### config.mk
export PLATFORM = sky130hd
export DESIGN_NAME = rau_queue
export DESIGN_NICKNAME = d
export VERILOG_FILES = /design/src/rtl/rau_pkg.sv /design/src/rtl/rau_queue.sv
export SDC_FILE = /design/constraint.sdc
export NUM_CORES = 1
export LEC_CHECK = 0
export BUFFER_PORTS_ARGS = -buffer_cell sky130_fd_sc_hd__clkbuf_2
export CAP_MARGIN = 10
export CORE_UTILIZATION = 45
export CTS_BUF_LIST = sky130_fd_sc_hd__clkbuf_4 sky130_fd_sc_hd__clkbuf_8 sky130_fd_sc_hd__clkbuf_16
export DETAILED_ROUTE_END_ITERATION = 10
export PLACE_DENSITY = 0.7
export SYNTH_ARGS = -nofsm -noshare
export SYNTH_HDL_FRONTEND = slang
export SYNTH_SLANG_ARGS = --single-unit
### constraint.sdc
create_clock -name clock -period 9.45 [get_ports clock]
set_input_delay 1.4175 -clock clock [delete_from_list [all_inputs] [get_ports clock]]
set_output_delay 1.4175 -clock clock [all_outputs]
set_load 0.01 [all_outputs]
### src/rtl/rau_pkg.sv
// ----------------------------------------------------------------------------
// rau_pkg
// Shared codes, constants and the queued item type of the rational unit.
// ----------------------------------------------------------------------------
package rau_pkg;

   // result width checked for overflow after reduction
   localparam int WIDTH = 32;

   localparam logic [2:0] OP_ADD = 3'd0;
   localparam logic [2:0] OP_SUB = 3'd1;
   localparam logic [2:0] OP_MUL = 3'd2;
   localparam logic [2:0] OP_DIV = 3'd3;
   localparam logic [2:0] OP_NEG = 3'd4;
   localparam logic [2:0] OP_EQ  = 3'd5;
   localparam logic [2:0] OP_LT  = 3'd6;
   localparam logic [2:0] OP_NONE = 3'd7;

   localparam logic [1:0] ST_OK   = 2'd0;
   localparam logic [1:0] ST_ZDEN = 2'd1;
   localparam logic [1:0] ST_DIVZ = 2'd2;
   localparam logic [1:0] ST_OVF  = 2'd3;

   localparam int QDEPTH = 2;
   localparam int QPTR_W = $clog2(QDEPTH);
   localparam int QCNT_W = $clog2(QDEPTH + 1);

   // one classified item on its way from front to back
   typedef struct packed {
      logic [2:0]  op;
      logic [31:0] an;
      logic [31:0] ad;
      logic [31:0] bn;
      logic [31:0] bd;
      logic        aneg;
      logic        bneg;
      logic        bneg_as;   // sign of b as it enters add or subtract
      logic        early;     // result known without arithmetic
      logic [1:0]  early_st;
   } rau_item_type;

endpackage

### src/rtl/rau_queue.sv
// ----------------------------------------------------------------------------
// rau_queue
// Short FIFO between the front and the back of the unit.
// ----------------------------------------------------------------------------
module rau_queue (
   input  logic                  clock,
   input  logic                  reset,
   input  logic                  push,
   input  rau_pkg::rau_item_type push_item,
   output logic                  full,
   input  logic                  pop,
   output rau_pkg::rau_item_type pop_item,
   output logic                  not_empty
);

   rau_pkg::rau_item_type mem [rau_pkg::QDEPTH];
   logic [rau_pkg::QPTR_W-1:0] wr_ff, wr_in, rd_ff, rd_in;
   logic [rau_pkg::QCNT_W-1:0] cnt_ff, cnt_in;

   assign full      = (cnt_ff == rau_pkg::QCNT_W'(rau_pkg::QDEPTH));
   assign not_empty = (cnt_ff != '0);
   assign pop_item  = mem[rd_ff];

   function automatic logic [rau_pkg::QPTR_W-1:0] bump(input logic [rau_pkg::QPTR_W-1:0] p);
      bump = (p == rau_pkg::QPTR_W'(rau_pkg::QDEPTH - 1)) ? '0 : p + 1'b1;
   endfunction

   always_comb begin
      wr_in  = push ? bump(wr_ff) : wr_ff;
      rd_in  = pop ? bump(rd_ff) : rd_ff;
      cnt_in = cnt_ff + rau_pkg::QCNT_W'(push) - rau_pkg::QCNT_W'(pop);
   end

   always_ff @(posedge clock) begin
      if (push) begin
         mem[wr_ff] <= push_item;
      end
   end

   always_ff @(posedge clock) begin
      if (reset) begin
         wr_ff  <= '0;
         rd_ff  <= '0;
         cnt_ff <= '0;
      end else begin
         wr_ff  <= wr_in;
         rd_ff  <= rd_in;
         cnt_ff <= cnt_in;
      end
   end

endmodule

After elaboration in Yosys (flattened, before gate mapping)
Memory sizes are Yosys's and may differ from the RTL's. A register that Yosys moved wholly into a read port is not among the register bits. Cells that the tools add are included.

Add/subtract/negate cells: 4. Reductions and logical operators: 1. Multiplexer cells: 6. Equality and inequality tests: 1.

Operators by type and width (count): two-way mux 1 bit (6); adder 1 bit, second input constant (2); adder 2 x 1 -> 2 bit (1); equality test 2 bit, second input constant (1); nonzero test 2 bit (1); subtractor 2 x 1 -> 2 bit (1).

Memories: 1. Bits of input ports: 141. Register bits: 4. Bits in writable memories: 274.

Memory list: mem (depth 2, width 137, read ports 1, clocked after Yosys merged registers in 1, write ports 1, line rau_queue.sv:16) `rau_pkg::rau_item_type mem [rau_pkg::QDEPTH];`.

Depth between registers and ports, before layout
Word-level depth: 4. Gate-level depth with buffers: 6. Gate-level depth less buffers: 6.

Worst setup path after synthesis
Ideal clock, no wire load.

Path type: input to register. Start point: input push. End point: memory mem[0][0] in the netlist's numbering, enable pin. Buffers on the path: 0. Stages on the path: 1. Data arrival time: 7.350 ns. Path slack: 1.448 ns. Cell sequence: nor2b_1.

Longest elaborated chain between the ends: 2.

RTL lines: start, declared (line rau_queue.sv:8) `input logic push,`; two-way mux 1 bit (line rau_queue.sv:35) `if (push) begin`; two-way mux 1 bit (not written as such) (line rau_queue.sv:36) `mem[wr_ff] <= push_item;`; end, declared (line rau_queue.sv:16).

Every way passes these cells.

==> results.yml <==
setup_path:
  r2r_slack_ns: 6.95
  r2r_start: "wr_ff"
  path_class: "reg2out"
  path_max_fanout: 84
  startpoint_type: "flop"
  worst-r2r-cell-count: 2
  required_ns: 8.03
  worstPathArrival_ns: 2.94
  worstReg2RegEnd: "mem[1][89]"
  cp-end-kind: "primary output"
clock_network:
  post_cts_buffers: 0
  clk_latency_ns: 0.52
  cts_buffers: 29
  cts-resized-gates: 0
  cts_tree: "yes"
  clockBufferDepth: 3
  clkTransAtPathRegs_ns: 0.06
  root_buffer: "clkbuf_16"
  cts.sinks: 279
  cts_htree_levels: 1
  postCtsHoldBufs: 0
floorplan:
  die_y_um: 152
  die_x_um: 152
  std_cell_rows: 54
  start_util_pct: 46.2
  dieArea_mm2: 0.0232
  pin_count: 280
  core_mm2: 0.0220
detailed_routing:
  wl_per_cell_um: 17.8
  vias: 5087
  drt_iter0_drc: 247
  first_pass_iters: 9
  routed_wl_um: 18600
  post-route-drc-count: 13
  ant_nets: 0
  via_per_inst: 4.86
placement:
  gp_congestion: 0.756
  port_buffers: 279
  dp_cells: 995
  detailed_place_hpwl_um: 12200
global_route:
  grt_first_pass_wirelength_um: 28700
  grt_use_total_pct: 15.8
  grt_overflow_total: 0
  antenna_found_initial: 0
  grt_pass1_vias: 5302
  grt_max_degree: 85
final_layout:
  final_cell_mix: "279 x clkbuf_2, 274 x edfxtp_1, 137 x mux2_2"
  area_delta_synth_final_pct: 24.8
  diodes: 0
  seqCellArea_mm2: 0.00833
  layout_commonest_cell: "clkbuf_2"
  nNetsFinal: 889
  fillers: 1688
  drive_gt1_share_pct: 60.8
  final_cells: 1047
  multi_input_area_mm2: 0.00166
logic_synthesis:
  ys_seq_area_share_pct: 81.8
  ys_ff_latch: 279
  synth_compound_area_share_pct: 0
  ys_warn_count: 0
  synth.mux.area_fraction_pct: 15.1
  synth_xor_area_share_pct: 0.393
  synth_top_family_by_area: "multiplexers"
  synth_simple_gate_area_share_pct: 0.455
  synthAdderAreaFrac_pct: 0.246
  synth_nets: 590
  syn_inst: 447
  syn_avg_cell_area_um2: 22.8
  synth.cell_area_mm2: 0.0102
  yosysUniqueCellTypes: 13
timing:
  min_period_ns: 4.35
  setup_viol_count_final: 0
  final-max-slew-violation-count: 0
  whs_ns: 0.531
  max_slew_margin_pct: 25.9
  fin_worst_skew_ns: 0.00627
  fmax_mhz: 230
  hold_viol: 0
  worstMarginPinSlew_ns: 1.11
  fin_crit_sh_pct: 46.1
  grt_setup_unrepaired: "false"
  tns_ns: 0
outcome:
  violations: "design-rule violations"
  status: "finished with violations"
hold_path:
  min_path_cells: 2
  holdCritPathClass: "reg2reg"
  min_from: "rd_ff"
power:
  peakVddDrop_mv: 0.133
  p_leak_uw: 0.00484
  power_density_mw_per_mm2: 225
flow_run:
  maxCapViolCount: 0
report_power, final:
group          leakage (µW)  internal (µW)  switching (µW)  total, µW
Clock              0.000466            669             428       1100
Sequential          0.00261           1450            26.1       1470
Combinational       0.00176            136             151        288
critical path, stage by stage, from the launching register on:
cell	delay (ns)
dfxtp_4	0.80
buf_4	0.91
mux2_2	0.43
clkbuf_2	0.14
logic make-up after synthesis:
| kind of cell | Yosys count |
|---|---|
| xor+xnor | 3 |
| fa+ha+maj | 2 |
| buf+inv | 17 |
| flops | 279 |
| mux | 137 |
| simple gates | 9 |
through the flow:
stage               area, µm²  utilization (%)  setup WS, ns  power [µW]
finish                  12700             57.7          5.10        2860
global route            12700             57.7          4.89        2960
CTS                     12700             57.7          5.04        2890
detailed placement      11800             53.5          5.60        1790
global placement        11800             53.5          5.64        1780
floorplan               10200                -          1.45        1680
sequential cells by signal, summed over array words and instances, names as in the netlist, named ones only:
register / flops
rd_ff: 1
wr_ff: 1
cnt_ff: 2
mem: 274
Yosys cell counts:
cell type	number	area share (%)
mux2_2	137	15
ha_1	2	0.25
nor2_1	4	0.15
edfxtp_1	274	81
dfxtp_1	5	0.98
buf_6	5	0.55
inv_1	2	0.074
or2_2	1	0.061
clkbuf_8	10	1.4
nor2b_1	3	0.18
xnor2_1	2	0.17
and2_1	1	0.061
xnor3_1	1	0.22
per-layer routing:
| metal | vias up | GRT usage [%] | part of all wire (%) |
|---|---|---|---|
| li1 | 2376 | - | - |
| met1 | 2465 | 19.4 | 40 |
| met2 | 201 | 26.4 | 49 |
| met3 | 45 | 4.86 | 8.0 |
| met4 | 0 | 5.77 | 3.4 |
| met5 | - | 0 | 0 |
worst max-delay path by stage:
stage / start / end / slack [ns] / cells past startpoint
after global routing: flop / pop_item[23] / 4.89 / 3
after floorplan: push / mem[0][0] / 1.45 / 1
after global placement: flop / pop_item[85] / 5.64 / 3
after detailed placement: flop / pop_item[85] / 5.60 / 3
final: flop / pop_item[23] / 5.10 / 3
after CTS: flop / pop_item[65] / 5.04 / 3
cell type report:
| cell class | count | share of cell area (%) |
|---|---|---|
| Inverter | 2 | 0.0590 |
| Sequential cell | 279 | 65.5 |
| Tap cell | 280 | 2.76 |
| Multi-Input combinational cell | 151 | 13.1 |
| Clock inverter | 21 | 1.52 |
| Timing Repair Buffer | 283 | 11.2 |
| Clock buffer | 31 | 5.83 |
Note: power is estimated with default switching activity, not from simulation.
