===== src/rtl/rau_pkg.sv =====
// ----------------------------------------------------------------------------
// rau_pkg
// Shared codes, constants and the queued item type of the rational unit.
// ----------------------------------------------------------------------------
package rau_pkg;

   // result width checked for overflow after reduction
   localparam int WIDTH = 32;

   localparam logic [2:0] OP_ADD = 3'd0;
   localparam logic [2:0] OP_SUB = 3'd1;
   localparam logic [2:0] OP_MUL = 3'd2;
   localparam logic [2:0] OP_DIV = 3'd3;
   localparam logic [2:0] OP_NEG = 3'd4;
   localparam logic [2:0] OP_EQ  = 3'd5;
   localparam logic [2:0] OP_LT  = 3'd6;
   localparam logic [2:0] OP_NONE = 3'd7;

   localparam logic [1:0] ST_OK   = 2'd0;
   localparam logic [1:0] ST_ZDEN = 2'd1;
   localparam logic [1:0] ST_DIVZ = 2'd2;
   localparam logic [1:0] ST_OVF  = 2'd3;

   localparam int QDEPTH = 2;
   localparam int QPTR_W = $clog2(QDEPTH);
   localparam int QCNT_W = $clog2(QDEPTH + 1);

   // one classified item on its way from front to back
   typedef struct packed {
      logic [2:0]  op;
      logic [31:0] an;
      logic [31:0] ad;
      logic [31:0] bn;
      logic [31:0] bd;
      logic        aneg;
      logic        bneg;
      logic        bneg_as;   // sign of b as it enters add or subtract
      logic        early;     // result known without arithmetic
      logic [1:0]  early_st;
   } rau_item_type;

endpackage


===== src/rtl/rau_front.sv =====
// ----------------------------------------------------------------------------
// rau_front
// Accepts request beats, takes magnitudes and signs, and flags errors early.
// ----------------------------------------------------------------------------
module rau_front (
   input  logic                  req_valid,
   output logic                  req_stall,
   input  logic [2:0]            req_type,
   input  logic signed [31:0]    req_a_num,
   input  logic signed [31:0]    req_a_den,
   input  logic signed [31:0]    req_b_num,
   input  logic signed [31:0]    req_b_den,
   input  logic                  q_full,
   output logic                  q_push,
   output rau_pkg::rau_item_type q_item
);

   logic [31:0] an, ad, bn, bd;
   logic        aneg, bneg;

   assign an = req_a_num[31] ? (~req_a_num + 32'd1) : req_a_num;
   assign ad = req_a_den[31] ? (~req_a_den + 32'd1) : req_a_den;
   assign bn = req_b_num[31] ? (~req_b_num + 32'd1) : req_b_num;
   assign bd = req_b_den[31] ? (~req_b_den + 32'd1) : req_b_den;
   assign aneg = (an != 32'd0) && (req_a_num[31] != req_a_den[31]);
   assign bneg = (bn != 32'd0) && (req_b_num[31] != req_b_den[31]);

   assign req_stall = q_full;
   assign q_push    = req_valid && !q_full;

   always_comb begin
      q_item.op       = req_type;
      q_item.an       = an;
      q_item.ad       = ad;
      q_item.bn       = bn;
      q_item.bd       = bd;
      q_item.aneg     = aneg;
      q_item.bneg     = bneg;
      q_item.bneg_as  = (req_type == rau_pkg::OP_SUB) ? (bn != 32'd0 && !bneg) : bneg;
      q_item.early    = 1'b1;
      q_item.early_st = rau_pkg::ST_OK;
      if (req_type == rau_pkg::OP_NONE) begin
         q_item.early_st = rau_pkg::ST_OK;
      end else if (ad == 32'd0) begin
         q_item.early_st = rau_pkg::ST_ZDEN;
      end else if (req_type != rau_pkg::OP_NEG && bd == 32'd0) begin
         q_item.early_st = rau_pkg::ST_ZDEN;
      end else if (req_type == rau_pkg::OP_DIV && bn == 32'd0) begin
         q_item.early_st = rau_pkg::ST_DIVZ;
      end else begin
         q_item.early = 1'b0;
      end
   end

endmodule


===== config.mk =====
export PLATFORM = sky130hd
export DESIGN_NAME = rau_front
export DESIGN_NICKNAME = d
export VERILOG_FILES = /design/src/rtl/rau_pkg.sv /design/src/rtl/rau_front.sv
export SDC_FILE = /design/constraint.sdc
export NUM_CORES = 1
export LEC_CHECK = 0
export BUFFER_PORTS_ARGS = -buffer_cell sky130_fd_sc_hd__buf_4
export CORE_ASPECT_RATIO = 1.4
export CORE_MARGIN = 10
export CORE_UTILIZATION = 42
export DETAILED_ROUTE_END_ITERATION = 12
export GPL_TIMING_DRIVEN = 1
export PLACE_DENSITY_LB_ADDON = 0.05
export SYNTH_ARGS = -nofsm -noshare
export SYNTH_HDL_FRONTEND = slang
export SYNTH_SLANG_ARGS = --single-unit

===== constraint.sdc =====
create_clock -name vclk -period 6.2
set_input_delay 1.24 -clock vclk [all_inputs]
set_output_delay 1.24 -clock vclk [all_outputs]
set_load 0.02 [all_outputs]

; Yosys cells after proc, flatten, opt, wreduce, memory -nomap -nowiden
; Cells that the tools add are included.
[word_totals]
reg_bits = 0
inputBits = 133
out_inout_bits = 139
elab_cells = 40
[classes]
addsub = 4
n_eq_ne = 6
n_mux = 13
bitwise = 4
reduce_logical = 13
[op_table]
columns = operator, n
row1 = $add A32 B1 Y32 const B, 4
row2 = $mux W32, 4
row3 = $not A32 Y32, 4
row4 = $logic_not A32 Y1, 3
row5 = $reduce_bool A32 Y1, 2
row6 = $mux W2, 4
row7 = $logic_and A1 B1 Y1, 6
row8 = $mux W1, 5
row9 = $eq A3 B1 Y1 const B, 1
row10 = $eq A3 B2 Y1 const B, 1
row11 = $eq A3 B3 Y1 const B, 1
row12 = $ne A3 B3 Y1 const B, 1
row13 = $logic_not A1 Y1, 2
row14 = $ne A1 B1 Y1, 2

; Longest topological paths before layout
[depth]
depth_word = 9
depth_mapped = 12
depth_no_buf = 10

; Worst setup path after synthesis
; Ideal clock, no wire load.
[synth_path]
path_kind = input port to output port
from = input port req_b_num[1]
to = output port q_item[2] (netlist name)
t_arrival_ns = 4.654
t_required_ns = 4.960
slack_ns = 0.306
stages = 11
path_buffers = 1
path_cell_list = inv_1 ha_1 or3b_2 or4_4 buf_6 or4_4 mux2_2 a32oi_1 or4_4 o41a_1 o21ai_1
[synth_rtl]
columns = element, line_no
row1 = from (decl), rau_front.sv:11  ; input logic signed [31:0] req_b_num,
row2 = to (decl), rau_front.sv:15  ; output rau_pkg::rau_item_type q_item

==> metrics.txt <==
status=finished, final reports clean; setup bufs post-CTS=0; Crit Path Category=input pin to primary output; clock buffer count=0; net switching power=338.6 µW; CP Max Fanout=7; Crit-path slowest cell=or4_4; Seq cells=0; Syn Area/Cell=6.550 µm²; delay-heaviest family, CP=simple AND/OR/NAND/NOR gates; fmax=0.1666 GHz; CP Data Arrival Time=4760 ps; unrepaired setup endpoints after global routing=no; GPL Wtd Cong=0.9431; 1st-pass router iterations=5; Logic pwr share=1.000; Vias=6,184; Fin. Hold Viols=0; DR iter-0 viols=228; initial antenna violation count=0; HP Start=q_full; Leakage=2.547 nW; Total Routed Length=20,170 µm; grt ovf=0; All-Layer GR Usage=0.2450; Cell Pwr Density=93.94 mW/mm²; Cell Chain, Critical Path=buf_4, inv_1, ha_2, or3b_4, or4_4, or4_4, mux2_2, a32oi_1, or4_4, o41a_1, o21ai_1, buf_4; Starting Density=0.4314; Sw Share=0.5657; Yosys cell types=67; Core Region=0.01001 mm²; Layout area overhead=47.59%; Crit path required time=4960 ps; WP buf/inv=3; Post-Syn Nets=796; sequential cell fraction of total power=0; Detail Route Antenna Nets=0; class of the worst hold path=input pin to primary output; crit end category=primary output; sequential fraction of the synthesis area=0; Final period util=0.9680; setup TNS=0 ps; Final setup viols=0; Worst Hold Endpoint=req_stall; worst slew pin tran=830.8 ps; Via density=6.045; largest net degree at the start of global routing=50; number of global-route vias before repair=6,324; post-layout util=0.6367; PortBufs=272; Syn Inst Count=659; critical path startpoint category=input pin; Rel. slew slack=0.4410; first-pass GRT wire length=31,370 µm; CP max stage delay=580 ps; DIE HEIGHT=140.0 µm; clock share of power=0; detailed placement HPWL=16,980 µm; Top cell by count, worst path=or4_4; Register Area=0 µm²; Die Width=105.7 µm; Crit path depth=12; per-cell routed wire length=19.71 µm; internal power=259.9 µW; max capacitance violation total=0; WHS Path Cells=2; number of DRC violations after detailed routing=0; min Tclk post-route=6002 ps; diode count=0; Syn Std Cell Area=0.004317 mm²; Die ar.=0.01479 mm²; max-slew violations=0; FP Rows=43; peak supply drop=70.45 µV; # IOs=272; fraction of final layout cells sized beyond drive strength 1=0.3570; # nets final=1,027; Synthesis Warnings=0
[Yosys cell counts (all sizes together) (4+ instances only)]
cell,number,share of area
or3,29,0.042
nor2,39,0.034
nand4b,4,0.0081
nand3,14,0.016
nor3,31,0.037
a31oi,9,0.013
nor4,25,0.038
nor2b,8,0.012
xor2,12,0.024
o21ai,41,0.048
mux2i,4,0.0093
a32oi,6,0.012
xnor2,106,0.22
ha,4,0.012
a21oi,12,0.014
clkbuf,32,0.028
nand2b,17,0.025
or4b,7,0.016
mux2,6,0.016
inv,26,0.023
or4,26,0.049
o31ai,35,0.061
or2,12,0.017
o32ai,4,0.0081
buf,20,0.030
nand2,55,0.048
or3b,4,0.0081
and3,4,0.0058
nand4,4,0.0058
o41ai,25,0.051
[how the worst max path moves through the flow]
stage,end,slack [ps],startpoint
6_report,q_item[2],200,req_b_num[1]
5_1_grt,q_item[0],80,req_a_den[1]
4_1_cts,q_item[2],80,req_b_num[1]
3_5_place_dp,q_item[2],90,req_b_num[1]
3_3_place_gp,q_item[2],160,req_b_num[1]
2_1_floorplan,q_item[2],310,req_b_num[1]
[layout by cell type (no fill, tap or decap), types with 14 or more instances in the layout]
cell      count
nand3_1      14
nor3_1       30
or3_1        29
buf_4       281
nor2_1       39
xnor2_1     106
o41ai_1      25
or4_1        22
nand2_1      55
o31ai_1      35
o21ai_0      37
inv_1        26
nor4_1       23
nand2b_1     17
[cells by family (layout without fill, tap and decap cells)]
group           after synthesis  after routing  synth area share
mux                          10             10           0.02493
xor+xnor                    118            118            0.2394
fa+ha+maj                     4              4           0.01159
simple gates                289            289            0.3809
compound gates              160            160            0.2626
buf+inv                      78            307           0.08058
[power by group through the flow]
stage          Clock [mW]  Combinational [mW]  Sequential, mW
2_1_floorplan           0               0.313               0
3_3_place_gp            0               0.589               0
3_5_place_dp            0               0.596               0
4_1_cts                 0               0.598               0
5_1_grt                 0               0.640               0
6_report                0               0.598               0
[what timing repair did]
| action | CTS | global route |
|---|---|---|
| resized for setup | 0 | 5 |
| setup endpoints to repair | 0 | 3 |
| hold buffers | 0 | 0 |
[area by class of cell]
cell class,count,area [µm²]
repair buffers,281,2110
fillers,985,3636
well taps,135,168.9
inverters,26,97.59
multi-input cells,581,3995
[metrics by stage]
stage                     hold slack, ps  power, mW  std cells  cell area, µm²  setup slack (ps)
after CTS                           2691     0.5983       1023            6345             83.88
after global placement              2690     0.5888       1023            6345             163.5
after floorplan                     2558     0.3132        659            4317             305.7
after global routing                2703     0.6398       1023            6371             76.68
final                               2688     0.5985       1023            6371             198.3
after detailed placement            2691     0.5962       1023            6345             93.39
[layer usage]
metal / track usage / part of all wire / up-vias
li1: - / - / 2937
met4: 0.09936 / 0.043 / 0
met5: 0 / 0 / -
met1: 0.2468 / 0.35 / 2855
met2: 0.4543 / 0.51 / 329
met3: 0.07254 / 0.10 / 63
Note: power is estimated with default switching activity, not from simulation.
